$ cat config.mk
export PLATFORM = sky130hd
export DESIGN_NAME = three_phase_duty_scaler
export DESIGN_NICKNAME = d
export VERILOG_FILES = /design/src/sv/tpds_pkg.sv /design/src/sv/tpds_scale_unit.sv /design/src/sv/three_phase_duty_scaler.sv
export VERILOG_INCLUDE_DIRS = /design/src /design/src/sv
export SDC_FILE = /design/constraint.sdc
export NUM_CORES = 1
export LEC_CHECK = 0
export BUFFER_PORTS_ARGS = -buffer_cell sky130_fd_sc_hd__clkbuf_2
export CELL_PAD_IN_SITES_DETAIL_PLACEMENT = 0
export CELL_PAD_IN_SITES_GLOBAL_PLACEMENT = 1
export CORE_MARGIN = 5
export CORE_UTILIZATION = 50
export CTS_BUF_LIST = sky130_fd_sc_hd__clkbuf_8
export CTS_CLUSTER_SIZE = 24
export DETAILED_ROUTE_END_ITERATION = 8
export PLACE_DENSITY = 0.86
export SETUP_SLACK_MARGIN = 0.4
export SYNTH_ARGS = -nofsm -noshare
export SYNTH_HDL_FRONTEND = slang
export SYNTH_SLANG_ARGS = --single-unit
$ cat constraint.sdc
create_clock -name clk -period 9.75 [get_ports clk]
set_clock_uncertainty 0.15 [all_clocks]
set_input_delay 0 -clock clk [delete_from_list [all_inputs] [get_ports clk]]
set_output_delay 0 -clock clk [all_outputs]
set_load 0.05 [all_outputs]
$ cat src/sv/three_phase_duty_scaler_assert.svh
// ----------------------------------------------------------------------------
// three_phase_duty_scaler assertion macros
// Shared property wrappers, clocked on clk and disabled while arst_n is low.
// ----------------------------------------------------------------------------
`ifndef THREE_PHASE_DUTY_SCALER_ASSERT_SVH
`define THREE_PHASE_DUTY_SCALER_ASSERT_SVH

// same-cycle implication
`define TPDS_CHECK(label, ante, cons, msg) \
	label: assert property (@(posedge clk) disable iff (!arst_n) (ante) |-> (cons)) \
		else $error(msg);

// next-cycle implication
`define TPDS_CHECK_NEXT(label, ante, cons, msg) \
	label: assert property (@(posedge clk) disable iff (!arst_n) (ante) |=> (cons)) \
		else $error(msg);

`endif

$ cat src/sv/tpds_pkg.sv
// ----------------------------------------------------------------------------
// tpds_pkg
// Types and fixed codes shared by the duty scaler modules.
// ----------------------------------------------------------------------------
package tpds_pkg;

	// request kinds carried on s_tuser
	localparam logic [1:0] REQ_SET  = 2'd0;
	localparam logic [1:0] REQ_LOW  = 2'd1;
	localparam logic [1:0] REQ_HIGH = 2'd2;

	// configuration register indexes
	localparam logic REG_PERIOD     = 1'b0;
	localparam logic REG_INIT_BOUND = 1'b1;

	localparam int          PERIOD_RESET = 10000;
	localparam logic [1:0]  LAST_PHASE   = 2'd2;

	typedef enum logic [2:0] {
		ST_IDLE,
		ST_BOUND,
		ST_LOAD,
		ST_STEP,
		ST_STORE,
		ST_DONE
	} tpds_state_t;

	// sequencer commands to the scaling unit
	typedef struct packed {
		logic load;
		logic step;
	} tpds_ctl_t;

endpackage

$ cat src/sv/tpds_scale_unit.sv
// ----------------------------------------------------------------------------
// tpds_scale_unit
// Shift-add-divide step: floor(period * n / d), one period bit per step.
// ----------------------------------------------------------------------------
module tpds_scale_unit
	import tpds_pkg::*;
#(
	parameter int PW = 24,
	parameter int QW = 16
) (
	input  logic          clk,
	input  tpds_ctl_t     ctl,
	input  logic [PW:0]   n_in,
	input  logic [PW:0]   d_in,
	input  logic          pbit,
	output logic [QW-1:0] q_out
);

	logic [PW:0]   n_q;
	logic [PW:0]   d_q;
	logic [PW:0]   r_q;
	logic [QW-1:0] q_q;

	logic [PW+1:0] r2;
	logic [PW+1:0] d1;
	logic [PW+1:0] d2;
	logic          ge1;
	logic          ge2;
	logic [PW+1:0] r_red;
	logic [1:0]    k;

	// r stays below d, so 2r + n stays below 3d: one of three outcomes
	assign d1  = {1'b0, d_q};
	assign d2  = {d_q, 1'b0};
	assign r2  = {r_q, 1'b0} + {1'b0, (pbit ? n_q : '0)};
	assign ge1 = (r2 >= d1);
	assign ge2 = (r2 >= d2);

	always_comb begin
		priority if (ge2) begin
			r_red = r2 - d2;
			k     = 2'd2;
		end else if (ge1) begin
			r_red = r2 - d1;
			k     = 2'd1;
		end else begin
			r_red = r2;
			k     = 2'd0;
		end
	end

	always_ff @(posedge clk) begin
		if (ctl.load) begin
			n_q <= n_in;
			d_q <= d_in;
			r_q <= '0;
			q_q <= '0;
		end else if (ctl.step) begin
			r_q <= r_red[PW:0];
			q_q <= {q_q[QW-2:0], 1'b0} + QW'(k);
		end
	end

	assign q_out = q_q;

endmodule

$ cat src/sv/three_phase_duty_scaler.sv
// ----------------------------------------------------------------------------
// three_phase_duty_scaler
// Three signed phase drives to PWM compare values with a peak-hold bound.
// ----------------------------------------------------------------------------
// Usage:
//   s_* carries one request per transaction: s_tuser is the request kind
//   (set, force low, force high), s_tdata the three phases and the mask.
//   m_* returns one transaction per request: the three stored compare
//   values and the current peak bound.
//   cfg_we/cfg_index/cfg_wdata write period (0) or initial bound (1); write
//   only while no request is in flight.
// Sequence:
//   Set request: the accept, a bound scan over the three phases, then for
//   each phase a load, the scaling steps in the shared shift-add-divide
//   unit (one period bit a cycle) and a store, then the output state. A zero
//   bound set and a force or unused request skip to the output state.
//   s_tready is high only between requests.
// Reset:
//   Compare store and peak bound clear to zero, period to 10000, initial
//   bound to zero. Nothing in flight.
// Backpressure:
//   The result register holds while m_tready is low; a new request may be
//   taken meanwhile, and its result waits in the last state until the
//   register frees up.
// ----------------------------------------------------------------------------
module three_phase_duty_scaler
	import tpds_pkg::*;
#(
	parameter int PHASE_WIDTH  = 24,
	parameter int PERIOD_WIDTH = 16,
	localparam int IN_BITS  = 3 * PHASE_WIDTH + 3,
	localparam int IN_W     = ((IN_BITS + 7) / 8) * 8,
	localparam int OUT_BITS = 3 * PERIOD_WIDTH + PHASE_WIDTH,
	localparam int OUT_W    = ((OUT_BITS + 7) / 8) * 8,
	localparam int CFG_W    = (PERIOD_WIDTH > PHASE_WIDTH - 1) ? PERIOD_WIDTH
	                                                          : PHASE_WIDTH - 1
) (
	input  logic             clk,
	input  logic             arst_n,
	input  logic             s_tvalid,
	output logic             s_tready,
	input  logic [IN_W-1:0]  s_tdata,   // phase_a, phase_b, phase_c, phase_mask
	input  logic [1:0]       s_tuser,   // req_type
	output logic             m_tvalid,
	input  logic             m_tready,
	output logic [OUT_W-1:0] m_tdata,   // cmp_a, cmp_b, cmp_c, bound_now
	input  logic             cfg_we,
	input  logic             cfg_index,
	input  logic [CFG_W-1:0] cfg_wdata
);

	localparam int PW = PHASE_WIDTH;
	localparam int QW = PERIOD_WIDTH;
	localparam int CW = $clog2(QW);

	tpds_state_t state_q, state_d;
	tpds_ctl_t   ctl;

	logic [QW-1:0]       period_q;
	logic [PW-2:0]       init_q;
	logic [PW-1:0]       peak_q;
	logic [PW-1:0]       bound_q;
	logic [2:0][PW-1:0]  ph_q;
	logic [2:0][QW-1:0]  cmp_q;
	logic [1:0]          idx_q;
	logic [CW-1:0]       cnt_q;
	logic [OUT_BITS-1:0] out_q;
	logic                out_vld_q;

	logic          in_acc;
	logic          out_load;
	logic          last_idx;
	logic [PW-1:0] ph_sel;
	logic [PW-1:0] mag_sel;
	logic [PW-1:0] bound_grow;
	logic [PW-1:0] base_bound;
	logic [PW:0]   n_in;
	logic [PW:0]   d_in;
	logic [QW-1:0] q_out;
	logic [2:0]    in_mask;

	assign in_acc   = s_tvalid && s_tready;
	assign out_load = (state_q == ST_DONE) && (!out_vld_q || m_tready);
	assign last_idx = (idx_q == LAST_PHASE);
	assign in_mask  = s_tdata[3*PW +: 3];

	// magnitude of the selected phase; most negative keeps 2^(PW-1)
	assign ph_sel     = ph_q[idx_q];
	assign mag_sel    = ph_sel[PW-1] ? (~ph_sel + 1'b1) : ph_sel;
	assign bound_grow = (mag_sel > bound_q) ? mag_sel : bound_q;
	assign base_bound = ({1'b0, init_q} > peak_q) ? {1'b0, init_q} : peak_q;

	// bound + phase lands in 0..2*bound since |phase| <= bound
	assign n_in = {1'b0, bound_q} + {ph_sel[PW-1], ph_sel};
	assign d_in = {bound_q, 1'b0};

	tpds_scale_unit #(
		.PW (PW),
		.QW (QW)
	) u_scale (
		.clk   (clk),
		.ctl   (ctl),
		.n_in  (n_in),
		.d_in  (d_in),
		.pbit  (period_q[cnt_q]),
		.q_out (q_out)
	);

	// next state
	always_comb begin
		state_d = state_q;
		unique case (state_q)
			ST_IDLE: begin
				if (in_acc)
					state_d = (s_tuser == REQ_SET) ? ST_BOUND : ST_DONE;
			end
			ST_BOUND: begin
				if (last_idx)
					state_d = (bound_grow == '0) ? ST_DONE : ST_LOAD;
			end
			ST_LOAD:  state_d = ST_STEP;
			ST_STEP: begin
				if (cnt_q == '0)
					state_d = ST_STORE;
			end
			ST_STORE: state_d = last_idx ? ST_DONE : ST_LOAD;
			ST_DONE: begin
				if (out_load)
					state_d = ST_IDLE;
			end
			default:  state_d = ST_IDLE;
		endcase
	end

	// state decodes
	always_comb begin
		s_tready = (state_q == ST_IDLE);
		ctl.load = (state_q == ST_LOAD);
		ctl.step = (state_q == ST_STEP);
	end

	// control and architectural state
	always_ff @(posedge clk or negedge arst_n) begin
		if (!arst_n) begin
			state_q   <= ST_IDLE;
			out_vld_q <= 1'b0;
			period_q  <= QW'(PERIOD_RESET);
			init_q    <= '0;
			peak_q    <= '0;
			cmp_q     <= '0;
			idx_q     <= '0;
			cnt_q     <= '0;
		end else begin
			state_q <= state_d;

			if (out_load)
				out_vld_q <= 1'b1;
			else if (m_tready)
				out_vld_q <= 1'b0;

			if (cfg_we) begin
				if (cfg_index == REG_PERIOD)
					period_q <= cfg_wdata[QW-1:0];
				else
					init_q <= cfg_wdata[PW-2:0];
			end

			unique case (state_q)
				ST_IDLE: begin
					idx_q <= '0;
					if (in_acc && (s_tuser == REQ_LOW || s_tuser == REQ_HIGH)) begin
						for (int i = 0; i < 3; i++) begin
							if (in_mask[i])
								cmp_q[i] <= (s_tuser == REQ_LOW) ? '0 : period_q;
						end
					end
				end
				ST_BOUND: begin
					if (last_idx) begin
						idx_q  <= '0;
						peak_q <= bound_grow;
						if (bound_grow == '0)
							cmp_q <= {3{period_q >> 1}};
					end else begin
						idx_q <= idx_q + 2'd1;
					end
				end
				ST_LOAD:  cnt_q <= CW'(QW - 1);
				ST_STEP:  cnt_q <= cnt_q - 1'b1;
				ST_STORE: begin
					cmp_q[idx_q] <= q_out;
					idx_q        <= last_idx ? '0 : idx_q + 2'd1;
				end
				ST_DONE:  ;
				default:  ;
			endcase
		end
	end

	// payload registers
	always_ff @(posedge clk) begin
		if (in_acc) begin
			ph_q[0] <= s_tdata[0 +: PW];
			ph_q[1] <= s_tdata[PW +: PW];
			ph_q[2] <= s_tdata[2*PW +: PW];
			bound_q <= base_bound;
		end else if (state_q == ST_BOUND) begin
			bound_q <= bound_grow;
		end
		if (out_load)
			out_q <= {peak_q, cmp_q[2], cmp_q[1], cmp_q[0]};
	end

	assign m_tvalid = out_vld_q;
	assign m_tdata  = OUT_W'(out_q);

	`include "three_phase_duty_scaler_assert.svh"

	`TPDS_CHECK_NEXT(a_peak_hold, 1'b1, peak_q >= $past(peak_q), "peak bound decreased")
	`TPDS_CHECK(a_divisor_nonzero, ctl.load || ctl.step, bound_q != '0, "zero divisor")
	`TPDS_CHECK(a_cmp_in_range, state_q == ST_STORE, q_out <= period_q, "compare above period")

endmodule
# After elaboration in Yosys (flattened, before gate mapping)
# Index checks and enable logic that the tools add are counted.
# word_totals
inputBits,111
regBits,379
elab_cells,115
# classes
eq_ne,17
muxes,38
bitwise,2
addsub,8
n_reduce_logical,24
order_cmp,7
# op_table
op,count
24-bit two-way mux,6
48-bit two-way mux,3
48-bit case mux with 3 select lines,1
16-bit two-way mux,5
25-bit two-way mux,3
25-bit subtractor,2
24-bit binary-select mux with 2-bit select,1
48-bit bitwise mux,1
16-bit demux with 2-bit select,1
26-bit by 25-bit adder with 26-bit output,1
26-bit by 25-bit >= comparator with 1-bit output,1
26-bit >= comparator,1
24-bit by 25-bit adder with 25-bit output,1
"24-bit by 1-bit adder with 24-bit output, second input constant",1
23-bit by 24-bit > comparator with 1-bit output,1
24-bit > comparator,1
24-bit logical NOT,1
24-bit inverter,1
3-bit two-way mux,7
3-bit case mux with 6 select lines,1
16-bit by 2-bit adder with 16-bit output,1
5-bit AND reduction,3
"2-bit by 1-bit != test with 1-bit output, second input constant",6
4-bit case mux with 2 select lines,1
other kinds (27),45

# Depth between registers and ports, before layout
# Gate-level depths: netlist of the first run.
# logic_depth
ltp_word,11
ltp_mapped,32
mapped_depth_nobuf,29

# Modules after synthesis
# Synthesis of the first run repeated with hierarchy kept, for this count alone.
# hier_totals
cells_unflattened,2023
area_unflattened_um2,21922.3
# by_module_without_submodules
module,cells_per_inst,area_each_um2,n_inst,seq_area_each_um2
three_phase_duty_scaler,1187,14535.2,1,8079.0
tpds_scale_unit,836,7387.1,1,2322.2

# Worst setup path after synthesis of the first run
# No wires, ideal clock.
# synth_path
path_type,register to register
startpoint,register cnt_q[0]
endpoint,register u_scale.q_q[11] (netlist: u_scale.q_out[11])
slack_ns,2.506
path_stages_with_launch,32
t_arrival_ns,6.961
required_time_ns,9.467
setup_time_ns,0.133
path_cell_list,dfrtp_1 clkbuf_1 mux4_2 mux4_2 clkbuf_1 and2_1 ha_1 inv_1 fa_1 nor2b_1 o31a_1 o311a_1 o21a_1 nor2_1 xnor2_1 ha_1 and3_1 and3_1 a31oi_1 a31oi_1 a221o_1 a31oi_1 o211ai_1 a221oi_1 inv_1 ha_1 ha_1 and3_1 clkbuf_1 nand3_1 xor2_1 o22ai_1
# synth_via
elab_chain_len,8
word_cells_on_any_way,9
cone_classes,add/sub: 2; order compare: 2; mux: 5
# synth_lines
item,line,text
from (decl),three_phase_duty_scaler.sv:66,logic [CW-1:0] cnt_q;
from (signal assigned),three_phase_duty_scaler.sv:188,ST_LOAD: cnt_q <= CW'(QW - 1);
from (signal assigned),three_phase_duty_scaler.sv:189,ST_STEP: cnt_q <= cnt_q - 1'b1;
1-bit binary-select mux with 4-bit select *,three_phase_duty_scaler.sv:105,".pbit (period_q[cnt_q]),"
1-bit two-way mux (not written as such) *,three_phase_duty_scaler.sv:105,
25-bit two-way mux *,tpds_scale_unit.sv:35,"assign r2 = {r_q, 1'b0} + {1'b0, (pbit ? n_q : '0)};"
26-bit by 25-bit adder with 26-bit output *,tpds_scale_unit.sv:35,
26-bit by 25-bit >= comparator with 1-bit output,tpds_scale_unit.sv:36,assign ge1 = (r2 >= d1);
1-bit two-way mux,tpds_scale_unit.sv:43,end else if (ge1) begin
2-bit two-way mux *,tpds_scale_unit.sv:40,priority if (ge2) begin
16-bit by 2-bit adder with 16-bit output *,tpds_scale_unit.sv:60,"q_q <= {q_q[QW-2:0], 1'b0} + QW'(k);"
to (signal assigned),tpds_scale_unit.sv:60,
to (decl),tpds_scale_unit.sv:22,logic [QW-1:0] q_q;
# Every way passes the cells marked *; elsewhere a longest branch is shown, timed or not. The select of a mux whose other input is x is not followed.
# A chain may end at the register's enable or synchronous reset.

# Final worst setup path of the first run
# layout_path
startpoint,register cnt_q[2]
endpoint,register u_scale.r_q[17]
# layout_via
elab_chain_len,7
word_cells_on_any_way,10
cone_classes,add/sub: 3; order compare: 2; mux: 5
# layout_lines
item,line,text
1-bit binary-select mux with 4-bit select *,three_phase_duty_scaler.sv:105,
1-bit two-way mux (not written as such) *,three_phase_duty_scaler.sv:105,
25-bit two-way mux *,tpds_scale_unit.sv:35,
26-bit by 25-bit adder with 26-bit output *,tpds_scale_unit.sv:35,
25-bit subtractor / 26-bit by 25-bit >= comparator with 1-bit output (equally long branches),"tpds_scale_unit.sv:44, tpds_scale_unit.sv:36",
25-bit two-way mux,tpds_scale_unit.sv:43,
25-bit two-way mux *,tpds_scale_unit.sv:40,
to (signal assigned),tpds_scale_unit.sv:59,r_q <= r_red[PW:0];
to (decl),tpds_scale_unit.sv:21,logic [PW:0] r_q;
# Marks and branches as above.

==> impl_results.md, run 1 <==
* Rel. slew slack at ~17%
* H-tree levels at 3
* Pre-Repair DR Iteration Count at 5
* GP Congestion at between 0.9 and 1
* Sequential fraction of the synthesis area at between 40 and 50%
* Critical-path cell list: mux4_2 -> mux4_2 -> nand2_1 -> inv_1 -> ha_1 -> a211oi_1 -> o21ai_0 -> a2111oi_0 -> nor2_1 -> o21ai_0 -> o21ai_0 -> a221oi_1 -> nor2b_1 -> xnor2_1 -> ha_1 -> and3_1 -> a211oi_1 -> o211ai_1 -> nor2_2 -> buf_4 -> mux2i_1 -> o221ai_1
* Min Tclk post-route at around 8.1 ns
* CTS sink cnt at 379
* Area leader, netlist: edfxtp_1
* CP startpoint kind: flop
* Largest net degree at the start of global routing at approximately 80
* Layout area overhead at 22.23%
* CTS Buffer Depth at 3
* Antenna viol nets, final at 0
* Hold Startpoint: cfg_wdata[10]
* Commonest non-fill, non-tap cell in the layout: edfxtp_1
* FMAX at 123.6 MHz
* Core area at roughly 42000 sq um
* Main combinational cell family by area after synthesis: compound AO/OA/AOI/OAI gates
* CP max-delay cell: nor2_2
* Critical path origin: cnt_q[2]
* CP peak stage delay at between 0.7 and 0.8 ns
* Mapped Nets at roughly 2200
* Die Y at 216.7 um
* Most used DFF post-synth: edfxtp_1
* Final WL at just over 60000 um
* Setup TNS at 0 ns
* DRC violation count after routing at 0
* Yosys top cell area share at 30.49%
* Reg clk slew, reported paths at ~0.060 ns
* Critical Path Sink Type: flop
* Setup bufs post-CTS at 0
* Post-synth EDFFs at about 220
* Number of max-cap violations at 0
* Unrepaired setup endpoints after global routing: false
* I/O pin count at between 150 and 200
* Simple-Gate Fraction of Synth Area at roughly a tenth
* Setup CP Type: reg2reg
* Crit path max-delay family: compound AO/OA/AOI/OAI gates
* Placed wire-length estimate at 41480 um
* CTS Buf Count at 67
* GRT Overall Usage at around a quarter
* Fin. max-slew vios at 0
* Chip width at between 200 and 250 um
* Syn Area/Cell at about 11 sq um
* Period Utilization, post-route at 82.97%
* Mapped Cells at 1932
* Critical path peak fanout at 25
* Net count, final at approximately 2600
* Worst hold path class: in2reg
* Hold Fails Final Rpt at 0
* Outcome: complete, no violations
* Post-Syn Area at roughly 21000 sq um
* Root Buffer Master: clkbuf_8
* WP data required at 10.06 ns
* Fill cell count at approximately 3200
* Yosys warnings at 0
* RR Startpoint: cnt_q[2]
* Post-synthesis mux area share at under 10%
* WP data arrival at between 8 and 9 ns
* Initial DRC Count at 1243
* DP Worst Slack at between 1.5 and 2 ns
* Most frequent cells in the layout: edfxtp_1, dlygate4sd3_1, clkbuf_2
* Fraction of registers with async set/reset at 31.93%
* Total grt overflow at 0
* Drt wl/cell at approximately 21 um
* Initial antenna violation count at 1
* Synth Area in Adders at between 9 and 10%
* Vias in the first global route at approximately 17000
* Vias/cell at about 5.8
* Initial Util at 50.72%
* Most used cell, CP: o21ai_0
* Buf/Inv on CP at 2
* Via Count at 17030
* Worst-Skew Late Latency at 0.65 ns
* Ranking of synthesized cells by area: edfxtp_1, dfrtp_1, ha_1
* Seq cells post-synth at 379
* Cell Rows at 75
* Die area at 46980 sq um
* CTS tree: yes
* Synth Area in Compound Gates at about 16%
* Yosys cell types at 77
* Worst-margin pin slew at about 1.2 ns
* # setup viols final at 0
* Final setup margin at 1.660 ns
* Share of post-route cells with drive strength above 1 at between 15 and 20%
* I/O Buffers at roughly 180
* XOR/XNOR Fraction of Synth Area at 4.713%
* First-pass GRT wire length at 94880 um
==> cells in the mapped netlist, drive strengths merged, types with 30 or more instances <==
master   number
mux2         41
mux2i       113
o21ai       108
clkbuf       50
a21o         37
nor2        100
edfxtp      217
and2         30
dfxtp        41
xor2         43
xnor2        72
nand2       111
ha          149
inv         118
a21oi       149
o2bb2ai      63
dfrtp       116
==> per-stage QoR <==
stage / hold slack [ns] / instance area [sq um] / utilization (%) / cells
3_3_place_gp: -0.1480 / 22780 / 54.07 / 2598
3_5_place_dp: -0.1432 / 22780 / 54.07 / 2598
5_1_grt: 0.04668 / 26120 / 62.00 / 2912
4_1_cts: 0.001754 / 26120 / 61.99 / 2911
2_1_floorplan: -0.4456 / 21370 / - / 1932
6_report: 0.04912 / 26120 / 62.00 / 2912
==> worst register-to-register path: stages (launching register included) <==
cell       delay, ns
dfrtp_1         0.52
mux4_2          0.55
mux4_2          0.67
nand2_1         0.20
inv_1           0.06
ha_1            0.29
a211oi_1        0.25
o21ai_0         0.22
a2111oi_0       0.45
nor2_1          0.15
o21ai_0         0.57
o21ai_0         0.37
a221oi_1        0.38
nor2b_1         0.20
xnor2_1         0.24
ha_1            0.40
and3_1          0.24
a211oi_1        0.34
o211ai_1        0.18
nor2_2          0.71
buf_4           0.41
mux2i_1         0.22
o221ai_1        0.14
==> worst paths after layout <==
| path | end | slack (ns) | cells past startpoint |
|---|---|---|---|
| setup / recovery | u_scale.r_q[17] | 1.66 | 22 |
| hold / removal | period_q[10] | 0.05 | 3 |
| setup reg to reg | u_scale.r_q[17] | 1.66 | 22 |
| hold reg to reg | m_tdata[26] | 0.31 | 0 |
| max in group asynchronous | idx_q[1] | 8.09 | 4 |
| min in group asynchronous | cmp_q[0] | 0.31 | 4 |
==> flip-flops by register name, indices dropped and copies added (netlist names) <==
signal and count:
bound_q 24, cmp_q 48, cnt_q 4, idx_q 2, init_q 23, m_tdata 72
m_tvalid 1, peak_q 24, period_q 16, ph_q 72, state_q 3, u_scale.d_q 24
u_scale.n_q 25, u_scale.q_out 16, u_scale.r_q 25
==> per-layer routing <==
metal / GRT usage [%] / routed length, um / part of all wire [%]
met4: 10.43 / 2292 / 3.7
met5: 0 / 0 / 0
met1: 33.43 / 25900 / 42
met3: 3.863 / 3425 / 5.6
met2: 42.59 / 29680 / 48
==> cells by family (layout without fill, tap and decap cells) <==
| group | Yosys count | in the layout |
|---|---|---|
| buffers and inverters | 191 | 631 |
| AO/OA/AOI/OAI | 515 | 515 |
| XOR/XNOR | 115 | 115 |
| multiplexers | 159 | 159 |
| AND/OR/NAND/NOR | 420 | 420 |
| adder cells (fa/ha/maj) | 153 | 153 |
| other | 0 | 1 |
| flip-flops | 379 | 379 |
==> cell type report <==
cell class	instances	area (sq um)	share of cell area, %
diodes	1	2.502	0.009580
clock inverters	52	442.9	1.696
multi-input cells	1362	10230	39.18
flip-flops and latches	379	10370	39.71
well taps	539	674.4	2.582
repair buffers	389	2958	11.32
inverters	118	445.4	1.705
clock buffers	72	991.0	3.794
==> timing repair <==
action	in CTS	in global routing
resized for setup	0	0
hold buffers	189	0
endpoints found under the hold margin	231	0
Power of run 1 is not shown: default switching activity piles up to over one toggle a cycle in this logic, so the estimate is an artifact.
==> run 2, diff against run 1 <==
--- a/config.mk
+++ b/config.mk
@@ -6,15 +6,16 @@
 export SDC_FILE = /design/constraint.sdc
 export NUM_CORES = 1
 export LEC_CHECK = 0
+export ABC_AREA = 1
 export BUFFER_PORTS_ARGS = -buffer_cell sky130_fd_sc_hd__clkbuf_2
 export CELL_PAD_IN_SITES_DETAIL_PLACEMENT = 0
 export CELL_PAD_IN_SITES_GLOBAL_PLACEMENT = 1
 export CORE_MARGIN = 5
-export CORE_UTILIZATION = 50
+export CORE_UTILIZATION = 43
 export CTS_BUF_LIST = sky130_fd_sc_hd__clkbuf_8
 export CTS_CLUSTER_SIZE = 24
 export DETAILED_ROUTE_END_ITERATION = 8
-export PLACE_DENSITY = 0.86
+export PLACE_DENSITY = 0.82
 export SETUP_SLACK_MARGIN = 0.4
 export SYNTH_ARGS = -nofsm -noshare
 export SYNTH_HDL_FRONTEND = slang
==> constraint.sdc (replaced) <==
create_clock -name clk -period 7.3 [get_ports clk]
set_clock_uncertainty 0.15 [all_clocks]
set_input_delay 0 -clock clk [delete_from_list [all_inputs] [get_ports clk]]
set_output_delay 0 -clock clk [all_outputs]
set_load 0.05 [all_outputs]
==> impl_results.md, run 2 <==
* Fraction of registers with async set/reset at about a third
* Hold Slack at 0.05599 ns
* WP data arrival at 6.83 ns
* Worst-Skew Late Latency at 0.68 ns
* Mapped Cells at ~2800
* Yosys top cell area share at 28.57%
* Critical Path Sink Type: flop
* DRC violation count after routing at 0
* Hold Fails Final Rpt at 0
* GRT Overall Usage at 25.81%
* H-tree levels at 3
* CTS tree: yes
* Most instantiated library cell after synthesis: nand2_1
* CP startpoint kind: flop
* Via Count at 21000
* Yosys cell types at 53
* XOR/XNOR Fraction of Synth Area at 3.610%
* Mapped Nets at about 3000
* Layout area overhead at 23.74%
* First-pass GRT wire length at about 120000 um
* Drt wl/cell at 19.32 um
* Synth Area in Compound Gates at between 10% and 20%
* Area leader, netlist: edfxtp_1
* Pre-Repair DR Iteration Count at 5
* Unrepaired setup endpoints after global routing: false
* Outcome: complete, no violations
* Setup CP Type: reg2reg
* Die Y at around 240 um
* Worst-margin pin slew at approximately 1.1 ns
* Initial Util at a little over two fifths
* Reg clk slew, reported paths at around 0.060 ns
* Ranking of synthesized cells by area: edfxtp_1, dfrtp_1, nand2_1
* CTS Buffer Depth at 3
* Most frequent cells in the layout: nand2_1, inv_1, o21ai_0
* Most used cell, CP: nand2_1
* CTS sink cnt at 379
* Cell Rows at 84
* Commonest non-fill, non-tap cell in the layout: nand2_1
* # setup viols final at 0
* GP Congestion at roughly 0.97
* Main combinational cell family by area after synthesis: simple AND/OR/NAND/NOR gates
* Fin. max-slew vios at 0
* Vias/cell at roughly 5.4
* Post-Syn Area at between 20000 and 25000 sq um
* Seq cells post-synth at 379
* Post-synthesis mux area share at 0.3456%
* Min Tclk post-route at roughly 6.4 ns
* Yosys warnings at 0
* Initial DRC Count at 1818
* Synth Area in Adders at under 10%
* Final WL at around 76000 um
* Worst hold path class: in2reg
* Period Utilization, post-route at ~90%
* Chip width at 240.3 um
* Placed wire-length estimate at approximately 54000 um
* Most used DFF post-synth: edfxtp_1
* Syn Area/Cell at 8.278 sq um
* Vias in the first global route at between 20000 and 25000
* Root Buffer Master: clkbuf_8
* Final setup margin at 0.8646 ns
* Post-synth EDFFs at about 220
* Simple-Gate Fraction of Synth Area at between 20% and 30%
* Core area at ~53000 sq um
* I/O pin count at 185
* WP data required at approximately 7.7 ns
* Register-to-Register Setup Slack at between 0.8 and 0.9 ns
* DP Worst Slack at roughly 0.30 ns
* Net count, final at ~3400
* Share of post-route cells with drive strength above 1 at between 10% and 20%
* Sequential fraction of the synthesis area at ~45%
* Critical path peak fanout at 7
* Die area at ~58000 sq um
* Initial antenna violation count at 3
* Number of max-cap violations at 0
* I/O Buffers at roughly 180
* Setup TNS at 0 ns
* CP peak stage delay at approximately 0.47 ns
* Largest net degree at the start of global routing at 74
* FMAX at 155.4 MHz
* CP max-delay cell: dfrtp_2
* CTS Buf Count at slightly below 70
* Rel. slew slack at ~28%
* Total grt overflow at 0
* Post-synth top cells: nand2_1, inv_1, o21ai_0
* Antenna viol nets, final at 0
## run 2: final cells by class
class | instances | area, sq um
flip-flops and latches | 379 | 10370
clock buffers | 72 | 991.0
repair buffers | 426 | 3268
diodes | 3 | 7.507
fillers | 4835 | 24330
multi-input cells | 1960 | 11120
well taps | 688 | 860.8
clock inverters | 54 | 356.6
inverters | 331 | 1247
## run 2: final timing paths
check                                  start  cells after the start                end
worst min register to register    peak_q[17]                      0        m_tdata[65]
min in group asynchronous             arst_n                      4           cmp_q[6]
worst max register to register      cnt_q[0]                     41  u_scale.q_out[15]
worst min-delay path            cfg_wdata[8]                      4        period_q[8]
worst max-delay path                cnt_q[0]                     41  u_scale.q_out[15]
max in group asynchronous             arst_n                      4          init_q[6]
## run 2: routing by layer
metal	up-vias	track usage, %	share of wire [%]
met4	0	9.164	3.4
met5	-	0	0
met2	747	44.38	49
li1	10120	-	-
met1	9966	33.46	42
met3	165	3.648	5.6
## run 2: kinds of logic after synthesis
kind of cell,Yosys count
and+or+nand+nor,1133
AOI/OAI and AO/OA,573
buffers and inverters,416
DFF,379
adders and majority gates,153
xor gates and xnor gates,94
muxes,7
## run 2: what timing repair did
action                                  in CTS  in global routing
endpoints found under the setup margin       1                 65
setup buffers                                0                  8
gates resized for setup                      6                 60
pin swaps                                    0                 15
endpoints found under the hold margin      228                  0
hold buffers                               196                  0
## run 2: stage by stage
stage / instance area (sq um) / utilization, % / std cells
6_report: 28220 / 53.70 / 3913
4_1_cts: 27850 / 53.00 / 3902
5_1_grt: 28220 / 53.70 / 3913
2_1_floorplan: 22810 / - / 2755
3_3_place_gp: 24510 / 46.64 / 3580
3_5_place_dp: 24510 / 46.64 / 3580
## run 2: critical path: cells and delay by family, from the launching register on
family,cells,cell delay (ns)
simple gates,21,2.39
compound gates,8,1.33
fa+ha+maj,5,1.15
buf+inv,6,0.51
flops,1,0.47
xor+xnor,1,0.28
Power of run 2 is left out for the same reason.
==> run 3, diff against run 2 <==
--- a/config.mk
+++ b/config.mk
@@ -11,11 +11,11 @@
 export CELL_PAD_IN_SITES_DETAIL_PLACEMENT = 0
 export CELL_PAD_IN_SITES_GLOBAL_PLACEMENT = 1
 export CORE_MARGIN = 5
-export CORE_UTILIZATION = 43
+export CORE_UTILIZATION = 47
 export CTS_BUF_LIST = sky130_fd_sc_hd__clkbuf_8
 export CTS_CLUSTER_SIZE = 24
 export DETAILED_ROUTE_END_ITERATION = 8
-export PLACE_DENSITY = 0.82
+export PLACE_DENSITY = 0.85
 export SETUP_SLACK_MARGIN = 0.4
 export SYNTH_ARGS = -nofsm -noshare
 export SYNTH_HDL_FRONTEND = slang
==> constraint.sdc (replaced) <==
create_clock -name clk -period 6.1 [get_ports clk]
set_clock_uncertainty 0.15 [all_clocks]
set_input_delay 0 -clock clk [delete_from_list [all_inputs] [get_ports clk]]
set_output_delay 0 -clock clk [all_outputs]
set_load 0.05 [all_outputs]
==> impl_results.md, run 3 (synthesis gave the netlist of run 2 again) <==
* Outcome: complete, no violations
* Worst-margin pin slew at 1.187 ns
* Number of max-cap violations at 0
* CTS tree: yes
* Setup TNS at 0 ns
* Period Utilization, post-route at 96.30%
* GP Congestion at about 0.96
* FMAX at about 170 MHz
* Die Y at between 200 and 250 um
* CTS Buf Count at 69
* Worst setup path end: u_scale.q_out[15]
* # setup viols final at 0
* Fill cell count at around 4100
* I/O Buffers at between 150 and 200
* Placed wire-length estimate at 55040 um
* Critical Path Sink Type: flop
* Rel. slew slack at about a fifth
* Cell Rows at 80
* Drt wl/cell at around 20 um
* Met1 Wirelength at approximately 32000 um
* RR Startpoint: cnt_q[0]
* Reg clk slew, reported paths at ~0.07 ns
* Final WL at 78130 um
* Min Tclk post-route at just under 6 ns
* Initial antenna violation count at 0
* Final instance area at roughly 30000 sq um
* First-pass GRT wire length at roughly 120000 um
* Pre-Repair DR Iteration Count at 6
* Core area at ~48000 sq um
* Total grt overflow at 0
* Critical path origin: cnt_q[0]
* DRC violation count after routing at 0
* Met3 WL at approximately 5100 um
* Worst hold path class: in2reg
* I/O pin count at between 150 and 200
* Cell depth of the worst min-delay path at 4
* CP startpoint kind: flop
* CP peak stage delay at ~0.43 ns
* ANT cells at 0
* Most frequent cells in the layout: nand2_1, inv_1, o21ai_0
* Largest net degree at the start of global routing at between 90 and 100
* Initial Util at roughly 48%
* Chip width at roughly 230 um
* Worst-Skew Late Latency at roughly 0.65 ns
* Unrepaired setup endpoints after global routing: true
* Root Buffer Master: clkbuf_8
* Antenna viol nets, final at 0
* Hold Fails Final Rpt at 0
* Most used cell, CP: nand2_1
* Initial DRC Count at approximately 1700
* Max Used Layer: met4
* CTS sink cnt at between 300 and 400
* Layout area overhead at 31.72%
* Met2 wire length at around 37000 um
* Via Count at between 20000 and 25000
* Worst R2R Path Depth at between 40 and 50
* Setup CP Type: reg2reg
* CP max-delay cell: dfrtp_2
* RR Endpoint: u_scale.q_out[15]
* Critical path peak fanout at 7
* H-tree levels at 3
* CTS Buffer Depth at 3
* Share of post-route cells with drive strength above 1 at 20.47%
* Register-to-Register Setup Slack at roughly 0.23 ns
* GRT Overall Usage at roughly 29%
* WP data arrival at approximately 6.3 ns
* Final Util at around 63%
* Cell Area, Placed at 25530 sq um
* WP data required at 6.47 ns
* Commonest non-fill, non-tap cell in the layout: nand2_1
* Die area at around 53000 sq um
* Fin. max-slew vios at 0
* Vias in the first global route at around 22000
* Vias/cell at between 5 and 6
* Net count, final at 3598
run 3: cell types whose count changed in the layout (fill, tap and decap cells not counted), moves of 8 or more:
cell,change
buf_4,+149
nand2_1,-20
nand2_2,+18
nor2_1,-17
nand3_1,-15
o21ai_0,-14
o21ai_1,+12
a21oi_1,-10
inv_1,-10
nand3_2,+10
a21oi_2,+9
nor2_2,+9
buf_6,+8
nor2_4,+8
run 3: worst min path at each step:
stage                       from  slack, ns     endpoint
global route        cfg_wdata[0]       0.04  period_q[0]
detailed placement        arst_n      -0.02   init_q[20]
global placement          arst_n      -0.02   init_q[20]
CTS                 cfg_wdata[0]     0.0003  period_q[0]
floorplan                 arst_n      -0.45     cmp_q[0]
finish              cfg_wdata[0]       0.03  period_q[0]
run 3: area by class of cell:
cell class | instances | area [sq um] | area share, %
timing repair buffer | 591 | 4612 | 15.35
clock inverter | 53 | 375.4 | 1.250
sequential | 379 | 10380 | 34.54
multi-input combinational | 1961 | 11610 | 38.64
tap | 615 | 769.5 | 2.562
inverter | 331 | 1275 | 4.244
timing repair inverter | 1 | 6.256 | 0.02083
clock buffer | 74 | 1018 | 3.390
run 3: timing repair:
item / in CTS / in global routing
endpoints found under the setup margin: 39 / 83
gates cloned: 1 / 1
pin swaps: 53 / 25
setup buffers: 22 / 19
resized for setup: 69 / 120
hold buffers: 197 / 0
endpoints found under the hold margin: 221 / 0
run 3: critical path, delay by kind of cell, from the launching register on:
family                   cells  cell delay [ns]
adder cells (fa/ha/maj)      4             0.92
AO/OA/AOI/OAI                3             0.49
AND/OR/NAND/NOR             28             2.71
flip-flops                   1             0.43
XOR/XNOR                     1             0.19
buffers and inverters        9             0.86
run 3: layer usage:
metal | vias up | GRT usage (%)
li1 | 10490 | -
met3 | 196 | 4.441
met4 | 0 | 11.60
met5 | - | 0
met2 | 860 | 48.73
met1 | 10400 | 37.21
run 3: per-stage QoR:
stage	cells	hold WS [ns]	setup slack, ns
floorplan	2755	-0.4456	0.2153
global placement	3638	-0.02497	-0.1254
detailed placement	3638	-0.02322	-0.2746
CTS	3985	0.0002923	0.2645
global route	4005	0.03657	-0.2308
finish	4005	0.02957	0.2260
Power of run 3 is left out for the same reason.
